$ cat config.mk
export PLATFORM = sky130hd
export DESIGN_NAME = escaped_frame_receiver_unit
export DESIGN_NICKNAME = d
export VERILOG_FILES = /design/src/design/erx_pkg.sv /design/src/design/erx_cfg_regs.sv /design/src/design/erx_decoder.sv /design/src/design/escaped_frame_receiver_unit.sv
export SDC_FILE = /design/constraint.sdc
export NUM_CORES = 1
export LEC_CHECK = 0
export BUFFER_PORTS_ARGS = -buffer_cell sky130_fd_sc_hd__buf_4
export CAP_MARGIN = 25
export CELL_PAD_IN_SITES_DETAIL_PLACEMENT = 1
export CELL_PAD_IN_SITES_GLOBAL_PLACEMENT = 1
export CORE_MARGIN = 4
export CORE_UTILIZATION = 30
export CTS_CLUSTER_DIAMETER = 120
export CTS_CLUSTER_SIZE = 20
export DETAILED_ROUTE_END_ITERATION = 8
export PLACE_DENSITY = 0.63
export SLEW_MARGIN = 5
export SYNTH_ARGS = -nofsm -noshare
export SYNTH_HDL_FRONTEND = slang
export SYNTH_SLANG_ARGS = --single-unit
$ cat constraint.sdc
create_clock -name clk -period 4.2 [get_ports clk]
set_clock_uncertainty 0.1 [all_clocks]
set_input_delay 1.26 -clock clk [delete_from_list [all_inputs] [get_ports clk]]
set_output_delay 1.26 -clock clk [all_outputs]
set_load 0.03 [all_outputs]
$ cat src/design/erx_pkg.sv
`timescale 1ns / 1ps

package erx_pkg;

    // Raw terminator byte (carriage return)
    localparam logic [7:0] FRAME_END = 8'h0D;

    localparam int CFG_INDEX_WIDTH = 2;

    localparam logic [7:0] ESCAPE_VALUE_RESET   = 8'd27;
    localparam logic [7:0] MAX_RAW_LENGTH_RESET = 8'd63;

    typedef enum logic [CFG_INDEX_WIDTH-1:0] {
        CFG_ESCAPE_VALUE   = 2'd0,
        CFG_MAX_RAW_LENGTH = 2'd1
    } cfg_index_t;

    typedef enum logic {
        KIND_DATA = 1'b0,
        KIND_END  = 1'b1
    } item_kind_t;

    typedef struct packed {
        logic [7:0] escape_value;
        logic [7:0] max_raw_length;
    } cfg_t;

    typedef struct packed {
        item_kind_t item_kind;
        logic [7:0] type_byte;
        logic [7:0] data_value;
        logic       was_truncated;
        logic       dangling_escape;
    } result_t;

    typedef struct packed {
        logic    emit;
        result_t result;
    } dec_out_t;

endpackage

$ cat src/design/erx_cfg_regs.sv
`timescale 1ns / 1ps

module erx_cfg_regs
(
    input  logic                                 clk,
    input  logic                                 rst_n,
    input  logic                                 wr_en,
    input  logic [erx_pkg::CFG_INDEX_WIDTH-1:0]  wr_index,
    input  logic [7:0]                           wr_data,
    output erx_pkg::cfg_t                        cfg
);

    erx_pkg::cfg_t cfg_reg;
    erx_pkg::cfg_t cfg_next;

    always_comb
    begin
        cfg_next = cfg_reg;
        if (wr_en)
        begin
            unique case (erx_pkg::cfg_index_t'(wr_index))
                erx_pkg::CFG_ESCAPE_VALUE:   cfg_next.escape_value   = wr_data;
                erx_pkg::CFG_MAX_RAW_LENGTH: cfg_next.max_raw_length = wr_data;
                default:                     cfg_next = cfg_reg; // unknown index: ignored
            endcase
        end
    end

    always_ff @(posedge clk or negedge rst_n)
    begin
        if (!rst_n)
        begin
            cfg_reg.escape_value   <= erx_pkg::ESCAPE_VALUE_RESET;
            cfg_reg.max_raw_length <= erx_pkg::MAX_RAW_LENGTH_RESET;
        end
        else
        begin
            cfg_reg <= cfg_next;
        end
    end

    assign cfg = cfg_reg;

endmodule

$ cat src/design/erx_decoder.sv
`timescale 1ns / 1ps

// Frame state and per-byte decode. State moves only when step is high.
module erx_decoder
(
    input  logic               clk,
    input  logic               rst_n,
    input  logic               step,
    input  logic [7:0]         raw_byte,
    input  erx_pkg::cfg_t      cfg,
    output erx_pkg::dec_out_t  dec
);

    logic       type_seen_reg,      type_seen_next;
    logic [7:0] current_type_reg,   current_type_next;
    logic       escape_pending_reg, escape_pending_next;
    logic [7:0] raw_count_reg,      raw_count_next;
    logic       overflowed_reg,     overflowed_next;

    always_comb
    begin
        type_seen_next      = type_seen_reg;
        current_type_next   = current_type_reg;
        escape_pending_next = escape_pending_reg;
        raw_count_next      = raw_count_reg;
        overflowed_next     = overflowed_reg;

        dec.emit                   = 1'b0;
        dec.result.item_kind       = erx_pkg::KIND_DATA;
        dec.result.type_byte       = current_type_reg;
        dec.result.data_value      = raw_byte;
        dec.result.was_truncated   = 1'b0;
        dec.result.dangling_escape = 1'b0;

        if (!type_seen_reg)
        begin
            // zero in type position is skipped
            if (raw_byte != 8'd0)
            begin
                current_type_next = raw_byte;
                type_seen_next    = 1'b1;
            end
        end
        else if (raw_byte == erx_pkg::FRAME_END)
        begin
            dec.emit                   = 1'b1;
            dec.result.item_kind       = erx_pkg::KIND_END;
            dec.result.data_value      = 8'd0;
            dec.result.was_truncated   = overflowed_reg;
            dec.result.dangling_escape = escape_pending_reg;
            type_seen_next      = 1'b0;
            current_type_next   = 8'd0;
            escape_pending_next = 1'b0;
            raw_count_next      = 8'd0;
            overflowed_next     = 1'b0;
        end
        else if (raw_count_reg >= cfg.max_raw_length)
        begin
            overflowed_next = 1'b1;
        end
        else
        begin
            // raw_count < max_raw_length <= 255, so no wrap
            raw_count_next = raw_count_reg + 8'd1;
            if (escape_pending_reg)
            begin
                escape_pending_next   = 1'b0;
                dec.emit              = 1'b1;
                dec.result.data_value = raw_byte ^ cfg.escape_value;
            end
            else if (raw_byte == cfg.escape_value)
            begin
                escape_pending_next = 1'b1;
            end
            else
            begin
                dec.emit = 1'b1;
            end
        end
    end

    always_ff @(posedge clk or negedge rst_n)
    begin
        if (!rst_n)
        begin
            type_seen_reg      <= 1'b0;
            current_type_reg   <= 8'd0;
            escape_pending_reg <= 1'b0;
            raw_count_reg      <= 8'd0;
            overflowed_reg     <= 1'b0;
        end
        else if (step)
        begin
            type_seen_reg      <= type_seen_next;
            current_type_reg   <= current_type_next;
            escape_pending_reg <= escape_pending_next;
            raw_count_reg      <= raw_count_next;
            overflowed_reg     <= overflowed_next;
        end
    end

endmodule

$ cat src/design/escaped_frame_receiver_unit.sv
`timescale 1ns / 1ps

// Escaped frame receiver: strips byte-stuffed framing from a raw serial byte
// stream, one raw byte per input request. The first nonzero byte of a frame is
// its type; later bytes are decoded until a raw carriage return ends the frame.
// An escape byte is dropped and the following byte is XORed with escape_value.
// Each decoded byte gives one data result and each frame end gives one
// end-of-frame result carrying the truncation and dangling-escape flags; type
// bytes, escapes, skipped zeros and bytes dropped past max_raw_length give no
// result. Throughput is one byte per clock while no result is stalled: an input
// register feeds a single-pass decoder whose frame state updates as the output
// register is written; a held byte is decoded once the output register is free
// and its result is shown from there on the output ports. The output register
// acts as the skid stage: a new byte is taken while a result waits, and input
// stalls only when both the input and output registers are full and the
// waiting result is not being taken. Configuration registers (index 0
// escape_value, index 1 max_raw_length) are always ready and should be written
// only while the receiver is idle.
module escaped_frame_receiver_unit
(
    input  logic                                 clk,
    input  logic                                 rst_n,

    // raw byte channel
    input  logic                                 in_valid,
    output logic                                 in_ready,
    input  logic [7:0]                           rx_byte,

    // result channel
    output logic                                 out_valid,
    input  logic                                 out_ready,
    output logic                                 item_kind,
    output logic [7:0]                           type_byte,
    output logic [7:0]                           data_value,
    output logic                                 was_truncated,
    output logic                                 dangling_escape,

    // configuration write channel
    input  logic                                 cfg_valid,
    output logic                                 cfg_ready,
    input  logic [erx_pkg::CFG_INDEX_WIDTH-1:0]  cfg_index,
    input  logic [7:0]                           cfg_data
);

    erx_pkg::cfg_t     cfg;
    erx_pkg::dec_out_t dec;

    logic            in_valid_reg, in_valid_next;
    logic [7:0]      in_byte_reg;
    logic            out_valid_reg, out_valid_next;
    erx_pkg::result_t out_reg;

    logic out_free;
    logic step;
    logic in_take;

    assign cfg_ready = 1'b1;

    erx_cfg_regs u_cfg
    (
        .clk      (clk),
        .rst_n    (rst_n),
        .wr_en    (cfg_valid),
        .wr_index (cfg_index),
        .wr_data  (cfg_data),
        .cfg      (cfg)
    );

    // output slot is free when empty or being drained this cycle
    assign out_free = !out_valid_reg || out_ready;
    // decode the held byte whenever its result (if any) has a place to go
    assign step     = in_valid_reg && out_free;
    assign in_ready = !in_valid_reg || step;
    assign in_take  = in_valid && in_ready;

    erx_decoder u_dec
    (
        .clk      (clk),
        .rst_n    (rst_n),
        .step     (step),
        .raw_byte (in_byte_reg),
        .cfg      (cfg),
        .dec      (dec)
    );

    always_comb
    begin
        in_valid_next = in_valid_reg;
        if (in_take)
        begin
            in_valid_next = 1'b1;
        end
        else if (step)
        begin
            in_valid_next = 1'b0;
        end

        out_valid_next = out_valid_reg;
        if (step && dec.emit)
        begin
            out_valid_next = 1'b1;
        end
        else if (out_ready)
        begin
            out_valid_next = 1'b0;
        end
    end

    always_ff @(posedge clk or negedge rst_n)
    begin
        if (!rst_n)
        begin
            in_valid_reg  <= 1'b0;
            out_valid_reg <= 1'b0;
        end
        else
        begin
            in_valid_reg  <= in_valid_next;
            out_valid_reg <= out_valid_next;
        end
    end

    // payload registers, no reset needed
    always_ff @(posedge clk)
    begin
        if (in_take)
        begin
            in_byte_reg <= rx_byte;
        end
        if (step && dec.emit)
        begin
            out_reg <= dec.result;
        end
    end

    assign out_valid       = out_valid_reg;
    assign item_kind       = out_reg.item_kind;
    assign type_byte       = out_reg.type_byte;
    assign data_value      = out_reg.data_value;
    assign was_truncated   = out_reg.was_truncated;
    assign dangling_escape = out_reg.dangling_escape;

endmodule

Word level (Yosys, flattened, before mapping)
Cells that the tools add are included.

operators by class
  bitwise gates (word level) = 1
  reduce and logical (&&, ||, !) cells = 19
  add/sub/neg operators = 1
  shift operators = 0
  multipliers = 0
  order comparisons = 1
  equal/unequal tests = 5
  divide/modulo/power cells = 0
  mux-type cells = 29

operator list
  kind                                            count
  2-to-1 mux 8 bit                                8
  2-to-1 mux 1 bit                                18
  2-to-1 mux 10 bit                               1
  AND reduction 3 bit                             3
  adder 8 x 1 -> 8 bit (second input constant)    1
  == test 8 x 4 -> 1 bit (second input constant)  1
  == test 8 bit                                   1
  greater-or-equal comparator 8 bit               1
  nonzero test 2 bit                              4
  nonzero test 8 bit                              1
  XOR 8 bit                                       1
  AND reduction 2 bit                             3
  2-to-1 mux 2 bit                                2
  logical AND 1 bit                               3
  == test 2 x 1 -> 1 bit (second input constant)  1
  zero test 1 bit                                 2
  zero test 2 bit                                 1
  logical OR 1 bit                                2
  != test 2 x 1 -> 1 bit (second input constant)  1
  != test 2 bit (second input constant)           1

word-level totals
  bits in latches = 0
  input port bits = 23
  flip-flop bits (word level) = 64
  ROM bits = 0
  output and inout bits = 22
  memory bits (writable) = 0
  memories = 0

Logic depth before layout (Yosys ltp)
Gate-level depths: netlist (run 1).

  depth after elaboration = 8
  mapped depth = 9

Cells and area by module
A second synthesis (run 1) with hierarchy kept.

unflattened totals
  cells, all modules = 247
  area total of the unflattened synthesis = 2996.6 um^2

modules (own cells, without submodules)
  module                       times used  cells an instance  area an instance (um^2)
  erx_decoder                  1           174                1440.1
  escaped_frame_receiver_unit  1           39                 933.4
  erx_cfg_regs                 1           34                 623.1

Worst setup path after synthesis (run 1)
OpenSTA, ideal clock, no wires.

  path type = reg-to-reg
  from = reg u_cfg.cfg_reg, in the netlist u_cfg.cfg[0]
  to = reg out_reg, in the netlist dangling_escape, enable pin
  arrival time = 3.039 ns
  path slack = 0.659 ns
  period minus slack after synthesis = 3.541 ns
  cell stages (with the launch flop) = 8
  path buffers = 1
  path through = dfstp_2 -> ha_1 -> nand2b_1 -> a2111oi_2 -> o31ai_1 -> clkbuf_1 -> or3b_2 -> a21oi_1

on the way
  longest elaborated chain between the ends = 5

ends and longest elaborated chain
  item                               line                                text
  start: declaration                 erx_cfg_regs.sv:13                  erx_pkg::cfg_t cfg_reg;
  start signal: assignment           erx_cfg_regs.sv:38                  cfg_reg <= cfg_next;
  greater-or-equal comparator 8 bit  erx_decoder.sv:57                   else if (raw_count_reg >= cfg.max_raw_length)
  2-to-1 mux 1 bit                   erx_decoder.sv:57
  2-to-1 mux 1 bit                   erx_decoder.sv:44                   else if (raw_byte == erx_pkg::FRAME_END)
  2-to-1 mux 2 bit                   erx_decoder.sv:35                   if (!type_seen_reg)
  logical AND 1 bit                  escaped_frame_receiver_unit.sv:130  if (step && dec.emit)
  end signal: assignment             escaped_frame_receiver_unit.sv:132  out_reg <= dec.result;
  end: declaration                   escaped_frame_receiver_unit.sv:51   erx_pkg::result_t out_reg;

No other way between the ends.
A chain may end at the register's enable or synchronous reset.

Worst setup path in the final report (run 1)
  from = reg u_dec.raw_count_reg[0]
  to = reg out_reg, in the netlist data_value[3], enable pin

on the way
  longest elaborated chain between the ends = 5

ends and longest elaborated chain
  item                               line                                text
  start: declaration                 erx_decoder.sv:17                   logic [7:0] raw_count_reg, raw_count_next;
  start signal: assignment           erx_decoder.sv:97                   raw_count_reg <= raw_count_next;
  greater-or-equal comparator 8 bit  erx_decoder.sv:57
  2-to-1 mux 1 bit                   erx_decoder.sv:57
  2-to-1 mux 1 bit                   erx_decoder.sv:44
  2-to-1 mux 2 bit                   erx_decoder.sv:35
  logical AND 1 bit                  escaped_frame_receiver_unit.sv:130

No other way between the ends.

==> results of run 1 <==
==> critical path: cells and delay by family (launching register included) <==
kind,cells,cell delay [ns]
AO/OA/AOI/OAI,3,1.09
flip-flops,1,0.43
adder cells (fa/ha/maj),1,0.27
buffers and inverters,2,0.37
AND/OR/NAND/NOR,2,0.63
==> how the worst max path moves through the flow <==
stage,depth (start not counted),slack [ns],to,from
after detailed placement,8,1.0,data_value[2],u_dec.raw_count_reg[0]
after global routing,8,0.83,data_value[3],u_dec.raw_count_reg[0]
after global placement,8,1.04,was_truncated,u_dec.raw_count_reg[0]
after floorplan,7,0.66,dangling_escape,u_cfg.cfg[0]
after CTS,8,0.98,data_value[3],u_dec.raw_count_reg[0]
final,8,1.02,data_value[3],u_dec.raw_count_reg[0]
==> cells by family after synthesis <==
| group | synth area share |
|---|---|
| mux | 0.0756 |
| simple gates | 0.170 |
| compound gates | 0.0964 |
| fa+ha+maj | 0.0360 |
| xor+xnor | 0.0224 |
| other cells | 0.00120 |
| buf+inv | 0.0392 |
| flops | 0.559 |
==> final cells by class <==
type / count / area (µm²)
fill: 1133 / 6410
timing repair buffer: 49 / 368
inverter: 16 / 60.1
tap: 136 / 170
multi-input combinational: 175 / 1260
sequential: 64 / 1750
clock inverter: 6 / 67.6
clock buffer: 10 / 138
==> power groups by stage <==
stage	registers, mW	logic, mW	clock network [mW]
after global routing	1.06	1.03	0.597
final	1.04	0.926	0.548
after global placement	1.04	0.913	0
after floorplan	1.16	0.486	0
after CTS	1.04	0.940	0.564
after detailed placement	1.05	0.932	0
==> synth_stat cells (all sizes together), types with 3 or more instances <==
master and number:
inv 16, and3 4, or4 7, nor2 13, edfxtp 27, o21ai 6
a21o 5, nand3b 4, buf 6, a22o 3, dfstp 10, ha 9
or3 4, a21oi 7, o211ai 5, nor3b 6, nand2b 3, o31ai 6
nand2 20, nand3 9, and2 4, clkbuf 7, nand4 5, nor3 9
mux2 21, dfrtp 27, xnor2 7
==> stage by stage <==
| stage | setup WS [ns] | std cells | cell area, µm² | hold slack, ns |
|---|---|---|---|---|
| floorplan | 0.659 | 268 | 3130 | 0.325 |
| global placement | 1.04 | 440 | 3610 | 0.342 |
| detailed placement | 0.998 | 440 | 3610 | 0.342 |
| CTS | 0.979 | 456 | 3820 | 0.360 |
| global route | 0.832 | 456 | 3820 | 0.375 |
| finish | 1.02 | 456 | 3820 | 0.358 |
==> metal layers <==
layer / GRT usage / vias to the layer above / wire length [µm]
met5: 0 / - / 0
met3: 0.0268 / 8 / 278
met2: 0.214 / 44 / 3680
li1: - / 1075 / -
met4: 0.0554 / 0 / 116
met1: 0.178 / 1145 / 3460
==> results.md, run 1 <==
* Main synth FF type: edfxtp_1
* 1st-iter DRT viols at 65
* Reg power frac at 0.413
* Initial Util at 0.306
* Slowest CP cell: a21oi_2
* EDFF count, synth at 27
* CTS root buffer: clkbuf_8
* H-tree depth at 3
* Hpwl dp at 5.59 mm
* Reg clk slew, reported paths at 0.07 ns
* Area Overhead vs Synth at 22.0%
* Slowest stage delay, CP at 0.55 ns
* Hold Path End: type_byte[1]
* RSZ-0062 raised after global routing: no
* Cell taking the most area after synthesis: edfxtp_1
* Critical Path AT at 3.13 ns
* Clock group share of total power at 0.218
* Port Buffers at 43
* Crit-path max FO at 10
* Antenna diode count at 0
* GRT Total Usage at 0.134
* Area of the mapped netlist at 3130 µm²
* Drt total wl at 7.54 mm
* Gp weighted congestion at 0.761
* Top cell type's share of synthesized area at 0.259
* Pleak at 1.55 nW
* Status: finished, final reports clean
* FFs w/ async S/R, synth at 0.578
* Final Setup Violations at 0
* Initial antenna violation count at 0
* Total Power at 2.51 mW
* # hold bufs at CTS at 0
* Sw Share at 0.383
* First drt pass iteration count at 4
* Internal power at 1.55 mW
* Rows at 37
* Min-delay src: u_dec.current_type_reg[1]
* Critical Path, Cell by Cell: inv_1, ha_1, nand2b_1, a2111oi_2, o31ai_2, or3b_2, a21oi_2, buf_4
* Largest net degree at the start of global routing at 38
* Slew headroom at 0.557
* TNS Setup at 0 ns
* First-pass GRT wire length at 12.3 mm
* Slew @ Worst Pin at 0.665 ns
* Syn. warnings at 0
* Share of layout cells above drive strength 1 at 0.334
* Maximum clock rate at 0.314 GHz
* Vias in the first global route at 2,335
* Area contributors post-synth: edfxtp_1 26%, dfrtp_1 22%, dfstp_2 8.4%
* Endpoints failing hold at 0
* Reg-to-reg endpoint: data_value[3]
* Sw Pwr at 961 µW
* FF-to-FF setup slack at 1.02 ns
* Final Core Density at 0.373
* I/O pins at 45
* Post-CTS setup buffers at 0
* CTS tree: built
* Via-to-Cell Ratio at 4.98
* Hold Crit Class: reg2reg
* Reg2Reg Depth at 8
* Number of max-cap violations at 0
* Most frequent cells in the layout: 49 x buf_4, 27 x edfxtp_1, 27 x dfrtp_1
* Max reg flops at 16
* CTS Buffer Depth at 2
* Syn Area/Cell at 11.7 µm²
* Synth cell types at 47
* CP required at 4.15 ns
* Die height at 110 µm
* Mapped Cells at 268
* Net Count, Synth at 300
* Synth Register Bits at 64
* Worst vdd ir at 0.000217 V
* Skew-Pair Late Insertion Delay at 0.34 ns
* Routed len/inst at 16.5 µm
* Commonest non-fill, non-tap cell in the layout: buf_4
* Pwr Density at 658 nW/µm²
* Minimum clock period at 3.18 ns
* Combinational Power Share at 0.369
* CTS-repair resized insts at 0
* Post-route ant nets at 0
* Grt ovf at 0
* Sequential area share after synthesis at 0.559
* NumNets Final at 347
* Via count at 2,272
* Clock Sinks at 64
* Die width at 110 µm
* Critical setup path kind: reg2reg
* Core area at 10,200 µm²
* R2r startpoint: u_dec.raw_count_reg[0]
* Cell depth of the worst min-delay path at 0
* Tcrit/Tclk final at 0.758
* Startpoint types: flip-flop
* Crit end category: flip-flop
* CTS Buf Count at 9
* Residual DRC at 0
* Max Slew Vio Count at 0
* Die area at 12,100 µm²
(Power assumes the default switching activity.)
==> run 2: changes to the inputs <==
- ABC_AREA: default -> 1
- PLACE_DENSITY: 0.63 -> 0.68
- clock period: 4.2 -> 2.7 ns (I/O delays scaled with it)
==> run 2 against run 1 <==
Wire length down 2.3%. Flip-flop and latch count unchanged. Core utilization up 0.20 points. Worst setup slack got worse by 0.66 ns. Sequential share of layout area decreased by 0.86 points. Combinational power increased by 30%. Critical path type unchanged. Area after synthesis rose by 2.6%. First-iteration DRC count up 28%. Sequential power grew 46%. Die area up 2.4%. Hold slack got worse by 0.031 ns.
==> results.md, run 2 <==
* Status: finished, final reports clean
* Most frequent cells in the layout: 124 x nand2_1, 44 x buf_4, 37 x inv_1
* Hpwl dp at 5.67 mm
* Internal power at 2.34 mW
* Top-count cell post-synth: nand2_1
* First-pass GRT wire length at 12.9 mm
* Pwr Density at 934 nW/µm²
* Clock group share of total power at 0.252
* Post-DP Area at 3670 µm²
* Die height at 111 µm
* EDFF count, synth at 27
* Max Slew Vio Count at 0
* Cell Count, Final, Fillers Out at 551
* GRT Total Usage at 0.128
* Hold Crit Class: in2async
* NumNets Final at 442
* Tcrit/Tclk final at 0.866
* CTS Buffer Depth at 2
* Initial Util at 0.309
* Slew headroom at 0.612
* Largest net degree at the start of global routing at 38
* Synth cell types at 32
* Routed len/inst at 13.4 µm
* Synth Register Bits at 64
* Vias in the first global route at 2,637
* Clock Sinks at 64
* Crit-path max FO at 19
* CTS tree: built
* Sequential area share after synthesis at 0.545
* Syn. warnings at 0
* Main synth FF type: edfxtp_1
* Pleak at 1.86 nW
* Crit end category: flip-flop
* Synth cell count leaders: 124 x nand2_1, 37 x inv_1, 27 x dfrtp_1, 27 x edfxtp_1, 22 x nor2_1
* Via-to-Cell Ratio at 4.50
* Pre-CTS WS at 0.363 ns
* Die width at 111 µm
* Commonest non-fill, non-tap cell in the layout: nand2_1
* CTS-repair resized insts at 0
* Area of the mapped netlist at 3210 µm²
* Design Area, Final at 3890 µm²
* Fill count at 1,234
* Total Power at 3.63 mW
* Critical Path AT at 2.29 ns
* First drt pass iteration count at 4
* Final Setup Violations at 0
* Net Count, Synth at 395
* Mapped Cells at 363
* Critical setup path kind: reg2reg
* CTS Buf Count at 9
* Syn Area/Cell at 8.83 µm²
* Cell taking the most area after synthesis: edfxtp_1
* Skew-Pair Late Insertion Delay at 0.35 ns
* Reg power frac at 0.418
* Grt ovf at 0
* CTS root buffer: clkbuf_8
* Residual DRC at 0
* Share of layout cells above drive strength 1 at 0.236
* Reg-to-reg endpoint: type_byte[6]
* Port Buffers at 43
* Gp weighted congestion at 0.843
* Sw Pwr at 1.29 mW
* 1st-iter DRT viols at 83
* Number of max-cap violations at 0
* Post-CTS setup buffers at 0
* R2r startpoint: u_cfg.cfg[3]
* Reg2Reg Depth at 12
* TNS Setup at 0 ns
* Antenna diode count at 0
* FF-to-FF setup slack at 0.36 ns
* FFs w/ async S/R, synth at 0.578
* Initial antenna violation count at 0
* Max reg flops at 16
* Die area at 12,400 µm²
* Placed instance count at 535
* Area Overhead vs Synth at 21.3%
* # hold bufs at CTS at 0
* CP required at 2.65 ns
* Reg clk slew, reported paths at 0.08 ns
* Worst Slack Setup Final at 0.361 ns
* RSZ-0062 raised after global routing: no
* Endpoints failing hold at 0
* Core area at 10,400 µm²
* Slew @ Worst Pin at 0.580 ns
* Final Core Density at 0.375
* WHS at 0.328 ns
* Worst vdd ir at 0.000341 V
* Post-route ant nets at 0
* Minimum clock period at 2.34 ns
* Sw Share at 0.356
* Drt total wl at 7.37 mm
* Rows at 37
* Maximum clock rate at 0.428 GHz
* Startpoint types: flip-flop
* H-tree depth at 3
* Via count at 2,477
* Area contributors post-synth: edfxtp_1 25%, dfrtp_1 21%, nand2_1 15%
* Top cell type's share of synthesized area at 0.253
* Combinational Power Share at 0.329
* I/O pins at 45
[run 2: final cells by class]
type                       instances  area, µm²  share of cell area
clock buffer                      10        138              0.0354
clock inverter                     6       82.6              0.0212
inverter                          45        169              0.0434
multi-input combinational        245       1230               0.316
sequential                        64       1750               0.450
tap                              136        170              0.0438
timing repair buffer              45        350              0.0901
[run 2: how the worst max path moves through the flow]
stage | start | end | slack, ns | depth (start not counted)
after floorplan | u_cfg.cfg[3] | dangling_escape | 0.06 | 12
after global placement | u_cfg.cfg[3] | dangling_escape | 0.44 | 12
after detailed placement | u_cfg.cfg[3] | data_value[5] | 0.36 | 12
after CTS | u_cfg.cfg[3] | type_byte[6] | 0.34 | 12
after global routing | u_cfg.cfg[3] | type_byte[6] | 0.15 | 12
final | u_cfg.cfg[3] | type_byte[6] | 0.36 | 12
[run 2: layer usage]
layer	vias up	wire length, µm	track usage	part of all wire
li1	1255	-	-	-
met1	1173	3320	0.162	0.45
met2	39	3670	0.214	0.50
met3	10	287	0.0332	0.039
met4	0	93	0.0389	0.013
met5	-	0	0	0
[run 2: kinds of logic after synthesis]
| kind of cell | count (synthesis) | synth area share |
|---|---|---|
| AO/OA/AOI/OAI | 45 | 0.0812 |
| flip-flops | 64 | 0.545 |
| other | 1 | 0.00117 |
| buffers and inverters | 54 | 0.0718 |
| AND/OR/NAND/NOR | 185 | 0.252 |
| XOR/XNOR | 5 | 0.0137 |
| adder cells (fa/ha/maj) | 9 | 0.0351 |
[run 2: power by group through the flow]
stage          registers (mW)  clock network (mW)  logic (mW)
2_1_floorplan            1.73                   0       0.602
3_3_place_gp             1.53                   0        1.18
3_5_place_dp             1.54                   0        1.21
4_1_cts                  1.53               0.945        1.22
5_1_grt                  1.56               0.984        1.34
6_report                 1.52               0.917        1.20
[run 2: critical path: stages, from the launching register on]
cell	delay, ns
dfstp_2	0.53
inv_1	0.04
ha_1	0.30
nand2_1	0.08
inv_1	0.05
nand2_1	0.06
nand2_1	0.07
nand2_2	0.17
nand3_4	0.16
nand2_4	0.11
nand2_4	0.05
nor2_2	0.14
buf_12	0.18
